`src/hdl/tsqe_pkg.sv`:
```
// Shared constants and controller/datapath interface types for the thick stroke quad expander.
`default_nettype none
package tsqe_pkg;

  localparam int COORD_BITS_DEF = 16;
  localparam int HT_W           = 14;
  localparam logic [HT_W-1:0] HT_RESET = 14'd33;
  localparam int NORM_W         = 16;  // Q1.14 normal width; also the width of the integer edge offsets
  localparam int MAG_W          = 16;  // magnitude width after range reduction
  localparam int SQ_W           = 2 * MAG_W;
  localparam int S_W            = SQ_W + 1;
  localparam int Q_W            = 15;  // unit magnitude, 0..16384
  localparam int ACC_W          = 67;  // signed width of the root search terms
  localparam int FRAC_BITS      = 14;

  localparam logic KIND_POINT = 1'b0;
  localparam logic KIND_END   = 1'b1;

  localparam logic REG_HALF_THICKNESS = 1'b0;

  localparam logic [1:0] VTX_LAST = 2'd3;

  typedef struct packed {
    logic       store_first;
    logic       load_seg;
    logic       norm_shift;
    logic       square;
    logic       sum;
    logic       lane_start;
    logic       take_normal;
    logic       take_offset;
    logic       emit;
    logic       commit;
    logic [1:0] vtx;
  } tsqe_cmd_t;

  typedef struct packed {
    logic same_point;
    logic norm_big;
    logic lanes_busy;
    logic out_free;
  } tsqe_stat_t;

endpackage
`default_nettype wire

```
`src/hdl/thick_stroke_quad_expander.sv`:
```
// Thick stroke quad expander: top level with configuration register and block wiring.
//
// Input channel (in_*): one word per pen point or end-of-stroke mark, valid/ready.
// Output channel (out_*): vertex words, four per segment, valid/ready; the fourth
// carries out_last_vertex. A one-word output register separates the two sides.
// Configuration: APB-style port (cfg_*), half_thickness at byte address 0, pready
// always high; the user writes only while the block is idle, unenforced by the block.
// Sequencing: an end mark, a first point or a repeated point is handled in the idle
// state. A new segment point passes through setup (load, one range-reduction
// shift per bit that the coordinate difference exceeds 16 bits, square, sum,
// start), the two magnitude search units (15 result bits, one at a time), the
// normal and the offset, then vertex output. The next word is accepted once the
// fourth vertex is in the output register.
// Reset: no stroke open, stored point cleared of meaning, half_thickness = 33.
// A stalled receiver holds the output word and the vertex sequence; input is
// not accepted until all four vertices have been loaded.
`default_nettype none
module thick_stroke_quad_expander #(
  parameter int COORD_BITS = tsqe_pkg::COORD_BITS_DEF
) (
  input  wire logic                          clk,
  input  wire logic                          rst_n,
  input  wire logic                          cfg_psel,
  input  wire logic                          cfg_penable,
  input  wire logic                          cfg_pwrite,
  input  wire logic [2:0]                    cfg_paddr,
  input  wire logic [31:0]                   cfg_pwdata,
  output logic [31:0]                        cfg_prdata,
  output logic                               cfg_pready,
  input  wire logic                          in_valid,
  output logic                               in_ready,
  input  wire logic                          in_kind,
  input  wire logic signed [COORD_BITS-1:0]  in_point_x,
  input  wire logic signed [COORD_BITS-1:0]  in_point_y,
  output logic                               out_valid,
  input  wire logic                          out_ready,
  output logic signed [COORD_BITS-1:0]       out_vertex_x,
  output logic signed [COORD_BITS-1:0]       out_vertex_y,
  output logic signed [tsqe_pkg::NORM_W-1:0] out_normal_x,
  output logic signed [tsqe_pkg::NORM_W-1:0] out_normal_y,
  output logic                               out_last_vertex
);

  logic [tsqe_pkg::HT_W-1:0] ht_r;
  logic                      sel_ht;
  tsqe_pkg::tsqe_cmd_t       cmd;
  tsqe_pkg::tsqe_stat_t      stat;

  assign sel_ht     = (cfg_paddr[2] == tsqe_pkg::REG_HALF_THICKNESS);
  assign cfg_pready = 1'b1;
  assign cfg_prdata = sel_ht ? 32'(ht_r) : 32'd0;

  always_ff @(posedge clk) begin
    if (!rst_n) begin
      ht_r <= tsqe_pkg::HT_RESET;
    end else if (cfg_psel && cfg_penable && cfg_pwrite && sel_ht) begin
      ht_r <= cfg_pwdata[tsqe_pkg::HT_W-1:0];
    end
  end

  tsqe_ctrl u_ctrl (
    .clk      (clk),
    .rst_n    (rst_n),
    .in_valid (in_valid),
    .in_kind  (in_kind),
    .in_ready (in_ready),
    .stat     (stat),
    .cmd      (cmd)
  );

  tsqe_dp #(
    .COORD_BITS (COORD_BITS)
  ) u_dp (
    .clk             (clk),
    .rst_n           (rst_n),
    .cmd             (cmd),
    .stat            (stat),
    .half_thickness  (ht_r),
    .in_point_x      (in_point_x),
    .in_point_y      (in_point_y),
    .out_valid       (out_valid),
    .out_ready       (out_ready),
    .out_vertex_x    (out_vertex_x),
    .out_vertex_y    (out_vertex_y),
    .out_normal_x    (out_normal_x),
    .out_normal_y    (out_normal_y),
    .out_last_vertex (out_last_vertex)
  );

endmodule
`default_nettype wire

```
`src/hdl/tsqe_umag.sv`:
```
// Iterative unit-component magnitude search, one result bit per iteration.
`default_nettype none
module tsqe_umag (
  input  wire logic                      clk,
  input  wire logic                      rst_n,
  input  wire logic                      start,
  input  wire logic [tsqe_pkg::SQ_W-1:0] d_sq,
  input  wire logic [tsqe_pkg::S_W-1:0]  s,
  output logic                           busy,
  output logic [tsqe_pkg::Q_W-1:0]       mag
);

  localparam int W = tsqe_pkg::ACC_W;

  logic                    busy_r;
  logic                    phase_r;
  logic [tsqe_pkg::Q_W-1:0] mask_r;
  logic [tsqe_pkg::Q_W-1:0] q_r;
  logic signed [W-1:0]     a_r, b_r, sk_r, e_r, rhs_r;

  logic signed [W-1:0]     s_ext, b_sum;
  logic                    acc;

  // a: (2q-1)^2*s, b: (2q-1)*s << (k+2), sk: s << (2k+2)
  always_comb begin
    s_ext = signed'(W'(s));
    acc   = (e_r <= rhs_r) && !q_r[tsqe_pkg::Q_W-1];
    b_sum = acc ? (b_r + (sk_r <<< 1)) : b_r;
  end

  always_ff @(posedge clk) begin
    if (!rst_n) begin
      busy_r  <= 1'b0;
      phase_r <= 1'b0;
    end else if (start) begin
      busy_r  <= 1'b1;
      phase_r <= 1'b0;
    end else if (busy_r) begin
      phase_r <= ~phase_r;
      if (phase_r && mask_r[0]) begin
        busy_r <= 1'b0;
      end
    end
  end

  always_ff @(posedge clk) begin
    if (start) begin
      a_r    <= s_ext;
      b_r    <= -(s_ext <<< 16);
      sk_r   <= s_ext <<< 30;
      rhs_r  <= signed'(W'(d_sq)) <<< 30;
      q_r    <= '0;
      mask_r <= {1'b1, {(tsqe_pkg::Q_W-1){1'b0}}};
    end else if (busy_r) begin
      if (!phase_r) begin
        e_r <= a_r + b_r + sk_r;
      end else begin
        if (acc) begin
          q_r <= q_r | mask_r;
          a_r <= e_r;
        end
        b_r    <= b_sum >>> 1;
        sk_r   <= sk_r >>> 2;
        mask_r <= mask_r >> 1;
      end
    end
  end

  assign busy = busy_r;
  assign mag  = q_r;

endmodule
`default_nettype wire

```
`src/hdl/tsqe_dp.sv`:
```
// Datapath: stored point, magnitude reduction, squares, normals, offsets and output word.
`default_nettype none
module tsqe_dp #(
  parameter int COORD_BITS = tsqe_pkg::COORD_BITS_DEF
) (
  input  wire logic                              clk,
  input  wire logic                              rst_n,
  input  wire tsqe_pkg::tsqe_cmd_t               cmd,
  output tsqe_pkg::tsqe_stat_t                   stat,
  input  wire logic [tsqe_pkg::HT_W-1:0]         half_thickness,
  input  wire logic signed [COORD_BITS-1:0]      in_point_x,
  input  wire logic signed [COORD_BITS-1:0]      in_point_y,
  output logic                                   out_valid,
  input  wire logic                              out_ready,
  output logic signed [COORD_BITS-1:0]           out_vertex_x,
  output logic signed [COORD_BITS-1:0]           out_vertex_y,
  output logic signed [tsqe_pkg::NORM_W-1:0]     out_normal_x,
  output logic signed [tsqe_pkg::NORM_W-1:0]     out_normal_y,
  output logic                                   out_last_vertex
);

  localparam int NW = tsqe_pkg::NORM_W;
  localparam int AW = (COORD_BITS > tsqe_pkg::MAG_W) ? COORD_BITS : tsqe_pkg::MAG_W;
  localparam int SW = AW + 1;
  localparam int PW = NW + tsqe_pkg::HT_W + 1;
  localparam logic signed [SW-1:0] SAT_HI =
    {{(SW-COORD_BITS+1){1'b0}}, {(COORD_BITS-1){1'b1}}};
  localparam logic signed [SW-1:0] SAT_LO =
    {{(SW-COORD_BITS+1){1'b1}}, {(COORD_BITS-1){1'b0}}};

  logic signed [COORD_BITS-1:0] prev_x_r, prev_y_r, cur_x_r, cur_y_r;
  logic [AW-1:0]                ax_r, ay_r;
  logic                         neg_x_r, neg_y_r;
  logic [tsqe_pkg::SQ_W-1:0]    ax2_r, ay2_r;
  logic [tsqe_pkg::S_W-1:0]     s_r;
  logic signed [NW-1:0]         nx_r, ny_r, ox_r, oy_r;
  logic                         out_valid_r;
  logic signed [COORD_BITS-1:0] vx_r, vy_r;
  logic signed [NW-1:0]         vnx_r, vny_r;
  logic                         vlast_r;

  logic signed [COORD_BITS:0]   dx, dy, mx, my;
  logic [tsqe_pkg::Q_W-1:0]     ux, uy;
  logic                         busy_x, busy_y;
  logic signed [PW-1:0]         prod_x, prod_y, offs_x, offs_y;
  logic signed [COORD_BITS-1:0] base_x, base_y;
  logic signed [NW-1:0]         off_x, off_y, vn_x, vn_y;
  logic signed [SW-1:0]         sum_x, sum_y, sat_x, sat_y;

  always_comb begin
    dx = (COORD_BITS+1)'(in_point_x) - (COORD_BITS+1)'(prev_x_r);
    dy = (COORD_BITS+1)'(in_point_y) - (COORD_BITS+1)'(prev_y_r);
    mx = dx[COORD_BITS] ? -dx : dx;
    my = dy[COORD_BITS] ? -dy : dy;

    prod_x = nx_r * signed'({1'b0, half_thickness});
    prod_y = ny_r * signed'({1'b0, half_thickness});
    offs_x = (prod_x + PW'(8192)) >>> tsqe_pkg::FRAC_BITS;
    offs_y = (prod_y + PW'(8192)) >>> tsqe_pkg::FRAC_BITS;

    base_x = cmd.vtx[1] ? cur_x_r : prev_x_r;
    base_y = cmd.vtx[1] ? cur_y_r : prev_y_r;
    off_x  = cmd.vtx[0] ? -ox_r : ox_r;
    off_y  = cmd.vtx[0] ? -oy_r : oy_r;
    vn_x   = cmd.vtx[0] ? -nx_r : nx_r;
    vn_y   = cmd.vtx[0] ? -ny_r : ny_r;
    sum_x  = SW'(base_x) + SW'(off_x);
    sum_y  = SW'(base_y) + SW'(off_y);
    sat_x  = (sum_x > SAT_HI) ? SAT_HI : ((sum_x < SAT_LO) ? SAT_LO : sum_x);
    sat_y  = (sum_y > SAT_HI) ? SAT_HI : ((sum_y < SAT_LO) ? SAT_LO : sum_y);

    stat.same_point = (in_point_x == prev_x_r) && (in_point_y == prev_y_r);
    stat.norm_big   = (|(ax_r >> tsqe_pkg::MAG_W)) || (|(ay_r >> tsqe_pkg::MAG_W));
    stat.lanes_busy = busy_x || busy_y;
    stat.out_free   = !out_valid_r || out_ready;
  end

  always_ff @(posedge clk) begin
    if (cmd.store_first) begin
      prev_x_r <= in_point_x;
      prev_y_r <= in_point_y;
    end else if (cmd.commit) begin
      prev_x_r <= cur_x_r;
      prev_y_r <= cur_y_r;
    end
    if (cmd.load_seg) begin
      cur_x_r <= in_point_x;
      cur_y_r <= in_point_y;
      ax_r    <= AW'(mx[COORD_BITS-1:0]);
      ay_r    <= AW'(my[COORD_BITS-1:0]);
      neg_x_r <= dx[COORD_BITS];
      neg_y_r <= dy[COORD_BITS];
    end else if (cmd.norm_shift) begin
      ax_r <= ax_r >> 1;
      ay_r <= ay_r >> 1;
    end
    if (cmd.square) begin
      ax2_r <= ax_r[tsqe_pkg::MAG_W-1:0] * ax_r[tsqe_pkg::MAG_W-1:0];
      ay2_r <= ay_r[tsqe_pkg::MAG_W-1:0] * ay_r[tsqe_pkg::MAG_W-1:0];
    end
    if (cmd.sum) begin
      s_r <= tsqe_pkg::S_W'(ax2_r) + tsqe_pkg::S_W'(ay2_r);
    end
    if (cmd.take_normal) begin
      nx_r <= neg_y_r ? signed'(NW'(uy)) : -signed'(NW'(uy));
      ny_r <= neg_x_r ? -signed'(NW'(ux)) : signed'(NW'(ux));
    end
    if (cmd.take_offset) begin
      ox_r <= offs_x[NW-1:0];
      oy_r <= offs_y[NW-1:0];
    end
    if (cmd.emit) begin
      vx_r    <= sat_x[COORD_BITS-1:0];
      vy_r    <= sat_y[COORD_BITS-1:0];
      vnx_r   <= vn_x;
      vny_r   <= vn_y;
      vlast_r <= (cmd.vtx == tsqe_pkg::VTX_LAST);
    end
  end

  always_ff @(posedge clk) begin
    if (!rst_n) begin
      out_valid_r <= 1'b0;
    end else if (cmd.emit) begin
      out_valid_r <= 1'b1;
    end else if (out_ready) begin
      out_valid_r <= 1'b0;
    end
  end

  tsqe_umag u_mag_x (
    .clk   (clk),
    .rst_n (rst_n),
    .start (cmd.lane_start),
    .d_sq  (ax2_r),
    .s     (s_r),
    .busy  (busy_x),
    .mag   (ux)
  );

  tsqe_umag u_mag_y (
    .clk   (clk),
    .rst_n (rst_n),
    .start (cmd.lane_start),
    .d_sq  (ay2_r),
    .s     (s_r),
    .busy  (busy_y),
    .mag   (uy)
  );

  assign out_valid       = out_valid_r;
  assign out_vertex_x    = vx_r;
  assign out_vertex_y    = vy_r;
  assign out_normal_x    = vnx_r;
  assign out_normal_y    = vny_r;
  assign out_last_vertex = vlast_r;

endmodule
`default_nettype wire

```
`src/hdl/tsqe_ctrl.sv`:
```
// Controller: stroke state and sequencing of one point through the datapath.
`default_nettype none
module tsqe_ctrl (
  input  wire logic                 clk,
  input  wire logic                 rst_n,
  input  wire logic                 in_valid,
  input  wire logic                 in_kind,
  output logic                      in_ready,
  input  wire tsqe_pkg::tsqe_stat_t stat,
  output tsqe_pkg::tsqe_cmd_t       cmd
);

  typedef enum logic [2:0] {
    ST_IDLE,
    ST_NORM,
    ST_SUM,
    ST_START,
    ST_ITER,
    ST_OFFS,
    ST_EMIT
  } state_t;

  state_t     state_r, state_nxt;
  logic       open_r, open_nxt;
  logic       seg_r, seg_nxt;
  logic [1:0] vtx_r, vtx_nxt;
  logic       take;

  always_comb begin
    take      = in_valid && (state_r == ST_IDLE);
    cmd       = '0;
    cmd.vtx   = vtx_r;
    state_nxt = state_r;
    open_nxt  = open_r;
    seg_nxt   = seg_r;
    vtx_nxt   = vtx_r;
    case (state_r)
      ST_IDLE: begin
        if (take) begin
          if (in_kind == tsqe_pkg::KIND_END) begin
            if (seg_r) begin
              open_nxt = 1'b0;
              seg_nxt  = 1'b0;
            end
          end else if (!open_r) begin
            cmd.store_first = 1'b1;
            open_nxt        = 1'b1;
            seg_nxt         = 1'b0;
          end else if (!stat.same_point) begin
            cmd.load_seg = 1'b1;
            state_nxt    = ST_NORM;
          end
        end
      end
      ST_NORM: begin
        if (stat.norm_big) begin
          cmd.norm_shift = 1'b1;
        end else begin
          cmd.square = 1'b1;
          state_nxt  = ST_SUM;
        end
      end
      ST_SUM: begin
        cmd.sum   = 1'b1;
        state_nxt = ST_START;
      end
      ST_START: begin
        cmd.lane_start = 1'b1;
        state_nxt      = ST_ITER;
      end
      ST_ITER: begin
        if (!stat.lanes_busy) begin
          cmd.take_normal = 1'b1;
          state_nxt       = ST_OFFS;
        end
      end
      ST_OFFS: begin
        cmd.take_offset = 1'b1;
        vtx_nxt         = '0;
        state_nxt       = ST_EMIT;
      end
      ST_EMIT: begin
        if (stat.out_free) begin
          cmd.emit = 1'b1;
          if (vtx_r == tsqe_pkg::VTX_LAST) begin
            cmd.commit = 1'b1;
            seg_nxt    = 1'b1;
            state_nxt  = ST_IDLE;
          end
          vtx_nxt = vtx_r + 2'd1;
        end
      end
      default: begin
        state_nxt = ST_IDLE;
      end
    endcase
  end

  always_ff @(posedge clk) begin
    if (!rst_n) begin
      state_r <= ST_IDLE;
      open_r  <= 1'b0;
      seg_r   <= 1'b0;
      vtx_r   <= '0;
    end else begin
      state_r <= state_nxt;
      open_r  <= open_nxt;
      seg_r   <= seg_nxt;
      vtx_r   <= vtx_nxt;
    end
  end

  assign in_ready = (state_r == ST_IDLE);

endmodule
`default_nettype wire

```
`config.mk`:
```
export PLATFORM = sky130hd
export DESIGN_NAME = thick_stroke_quad_expander
export DESIGN_NICKNAME = d
export VERILOG_FILES = /design/src/hdl/tsqe_pkg.sv /design/src/hdl/thick_stroke_quad_expander.sv /design/src/hdl/tsqe_umag.sv /design/src/hdl/tsqe_dp.sv /design/src/hdl/tsqe_ctrl.sv
export SDC_FILE = /design/constraint.sdc
export NUM_CORES = 2
export LEC_CHECK = 0
export BUFFER_PORTS_ARGS = -buffer_cell sky130_fd_sc_hd__buf_2
export CAP_MARGIN = 20
export CORE_MARGIN = 2
export CORE_UTILIZATION = 40
export DETAILED_ROUTE_END_ITERATION = 10
export PLACE_DENSITY = 0.56
export SLEW_MARGIN = 20
export SYNTH_ARGS = -nofsm -noshare
export SYNTH_HDL_FRONTEND = slang
export SYNTH_SLANG_ARGS = --single-unit
```
`constraint.sdc`:
```
create_clock -name clk -period 7.91 [get_ports clk]
set_input_delay 1.582 -clock clk [delete_from_list [all_inputs] [get_ports clk]]
set_output_delay 1.582 -clock clk [all_outputs]
set_load 0.02 [all_outputs]
```
==> reports/metrics.cfg <==
[yosys]
yosysUniqueCellTypes = 102
yosysSeqAreaShare_pct = 30.3
synth_area_leaders = edfxtp_1 (26%), fa_1 (19%), ha_1 (11%)
synth_seq_cells = 998
yosysWarningCount = 0
synthDominantCellAreaShare_pct = 25.6
yosys.area.top_type = edfxtp_1
synthTopCellsByCount = nand2_1 (1,392), inv_1 (1,290), fa_1 (887), ha_1 (805), edfxtp_1 (784)
ys_async_sr_fraction_pct = 0
synth_edf_count = 784
synth_area_per_cell_um2 = 9.54
yosys_most_used_dff = edfxtp_1
syn_inst = 9629
synth_area_um2 = 91900
synth_most_common_cell = nand2_1

[routing]
drtIter0Drc = 5006
drc_errors = 0
num_vias = 68200
drt-total-wl_mm = 260
drtAntennaViolNets = 0
wire_per_inst_um = 20.4
drt-pass1-iter-count = 6
drt-vias-per-instance = 5.36

[sta]
slew_headroom_pct = 26.1
rsz0062_at_grt = false
post-route-min-period_ns = 7.45
finalCritPeriodShare_pct = 94.2
setup_violations = 0
slew_violations = 0
finalSetupTns_ns = 0
worstMarginPinSlew_ns = 1.11
fmax_mhz = 134
hold_viol = 0
clock_skew_ns = 0.0369

[pwr]
intPower_mw = 11.8
total_power_mw = 17.7
power_switching_mw = 5.86
p_per_area_nw_per_um2 = 177
total_leakage_power_nw = 45.5
p_sw_share_pct = 33.1
vdd_ir_drop_max_v = 0.000233
power_frac_comb_pct = 32.2
power_frac_seq_pct = 34.7
power.share.clock_pct = 33.1

[clock_tree]
cts_buffers = 119
root_buffer = clkbuf_16
h-tree-depth = 3
clkSinkCount = 998
clock_path_buffers = 3
clk_pin_slew_ns = 0.06
cts_hold_buffers = 0
post_cts_buffers = 0
cts_resized = 0
cts_tree = yes
clk_latency_ns = 0.79

[critical_path]
cpPeakStageDelay_ns = 0.54
reg2reg_to = u_dp.ox_r[15]
cp.arrival_ns = 7.95
rrSetupSlack_ns = 0.46
reg2reg_from = u_dp.nx_r[5]
reg2reg_depth = 26
slowest_stage = fa_1
critPathCaptureType = flip-flop
required_ns = 8.41
path_max_fanout = 4
start_kind = flip-flop
critPathKind = flip-flop to flip-flop

[global_routing]
grt_use_met2_pct = 36.2
grt_pass1_wl_mm = 407
use_met1_pct = 30.1
grt_use_total_pct = 22.1
grt_pass1_vias = 69800
overflow = 0
use_met3_pct = 3.60
top_usage_layer = met2
antenna_found_initial = 14
grt_max_degree = 156

[placed_design]
port_buffers = 135
dp.cells = 12500
gp_congestion = 0.921
post-dp-hpwl_mm = 201

[cells_and_area]
final-seq-area_um2 = 27800
fin_cells = 12700
num-nets-final = 11400
fillCellCount = 21900
drive_gt1_share_pct = 5.81
area_delta_synth_final_pct = 8.71
multi_input_area_um2 = 57900

[run_status]
status = completed

[floorplan]
core_um2 = 228000
die_w_um = 483
num_rows = 175
initial_core_util_pct = 40.3
chipHeight_um = 483
pin_count = 175
dieArea_um2 = 234000

[worst_hold_path]
hold_path_startpoint = u_dp.u_mag_y.a_r[63]
holdPathEnd = u_dp.u_mag_y.a_r[63]
whs_path_depth = 2
min_path_type = flip-flop to flip-flop

[job]
cap_viol_max_count = 0

==> worst max-delay path, delay by kind of cell (launching register included) <==
| family | cells | cell delay [ns] |
|---|---|---|
| compound gates | 10 | 2.58 |
| xor+xnor | 1 | 0.13 |
| buf+inv | 6 | 0.31 |
| simple gates | 2 | 0.40 |
| flops | 1 | 0.38 |
| fa+ha+maj | 7 | 3.38 |
==> sequential cells by signal, summed over array words and instances, names as in the netlist, 31 cells and up <==
| register | count |
|---|---|
| u_dp.u_mag_y.b_r | 67 |
| u_dp.u_mag_y.sk_r | 63 |
| u_dp.u_mag_x.a_r | 67 |
| u_dp.ay2_r | 31 |
| u_dp.ax2_r | 31 |
| u_dp.u_mag_y.e_r | 67 |
| u_dp.u_mag_x.rhs_r | 31 |
| u_dp.u_mag_x.e_r | 67 |
| u_dp.u_mag_x.sk_r | 63 |
| u_dp.u_mag_y.rhs_r | 31 |
| u_dp.s_r | 33 |
| u_dp.u_mag_y.a_r | 67 |
| u_dp.u_mag_x.b_r | 67 |
==> layer usage <==
layer | up-vias | share of wire (%)
li1 | 32200 | -
met5 | - | 0.045
met4 | 20 | 2.9
met2 | 1859 | 46
met1 | 33800 | 45
met3 | 362 | 6.2
==> cell usage in the layout (no fill, tap or decap), drive strengths merged, types with 14 or more instances in the layout <==
cell / netlist / final
clkinv: 0 / 46
a211oi: 23 / 23
xor2: 167 / 167
ha: 805 / 805
clkbuf: 332 / 151
o31ai: 57 / 57
o211ai: 34 / 34
nand3: 102 / 102
a21boi: 30 / 30
nor2: 424 / 424
nand2: 1392 / 1392
or4: 17 / 17
nand2b: 65 / 65
dfxtp: 214 / 214
o21ai: 331 / 331
xnor2: 387 / 387
and3: 58 / 58
o21bai: 67 / 67
mux2i: 24 / 24
or3: 33 / 33
and2: 315 / 315
fa: 887 / 887
buf: 52 / 233
edfxtp: 784 / 784
nor2b: 89 / 89
mux2: 44 / 44
inv: 1290 / 1302
nor3: 95 / 95
a21o: 245 / 245
nor4: 36 / 36
a221oi: 14 / 14
a21oi: 768 / 768
o41ai: 19 / 19
o21a: 62 / 62
nand4: 87 / 87
or2: 26 / 26
conb: 2 / 19
a31oi: 59 / 59
==> power by group through the flow <==
stage	combinational (mW)	clock [mW]	sequential, mW
final	5.69	5.85	6.14
after detailed placement	5.67	0	6.25
after CTS	5.73	6.00	6.14
after global placement	5.59	0	6.25
after global routing	6.54	6.18	6.15
after floorplan	4.35	0	6.18
==> through the flow <==
| stage | utilization (%) | setup slack [ns] | instance area [um2] | hold WS [ns] |
|---|---|---|---|---|
| finish | 43.8 | 0.460 | 99900 | 0.459 |
| detailed placement | 42.0 | 0.450 | 95800 | 0.451 |
| CTS | 43.8 | 0.445 | 99900 | 0.461 |
| floorplan | - | 0.753 | 91900 | 0.431 |
| global route | 43.8 | 0.0598 | 99900 | 0.483 |
| global placement | 42.0 | 0.423 | 95700 | 0.449 |
==> worst max path at each step <==
stage	startpoint	end	slack [ns]	depth (start not counted)
global route	u_dp.nx_r[5]	u_dp.ox_r[15]	0.06	26
finish	u_dp.nx_r[5]	u_dp.ox_r[15]	0.46	26
floorplan	u_dp.nx_r[8]	u_dp.ox_r[15]	0.75	27
global placement	u_dp.nx_r[5]	u_dp.ox_r[15]	0.42	26
CTS	u_dp.nx_r[5]	u_dp.ox_r[15]	0.45	26
detailed placement	u_dp.nx_r[5]	u_dp.ox_r[15]	0.45	26
==> logic make-up (layout without fill, tap and decap cells) <==
| kind of cell | Yosys count | count (layout) | share of synthesized area (%) |
|---|---|---|---|
| XOR/XNOR | 554 | 554 | 5.28 |
| buffers and inverters | 1674 | 1750 | 6.92 |
| other | 2 | 21 | 0.00817 |
| AO/OA/AOI/OAI | 1852 | 1852 | 12.5 |
| adder cells (fa/ha/maj) | 1695 | 1695 | 30.3 |
| AND/OR/NAND/NOR | 2786 | 2786 | 13.9 |
| flip-flops | 998 | 998 | 30.3 |
| multiplexers | 68 | 68 | 0.801 |
==> final cells by class <==
cell class                      count  area share (%)
Multi-Input combinational cell   6974            58.0
Sequential cell                   998            27.9
Inverter                         1290            4.86
Tap cell                         3009            3.77
Clock buffer                      151            3.32
Timing Repair Buffer              233            1.44
Clock inverter                     76           0.789
Antenna cell                        2         0.00501
Power figures use the tool's default switching activity.
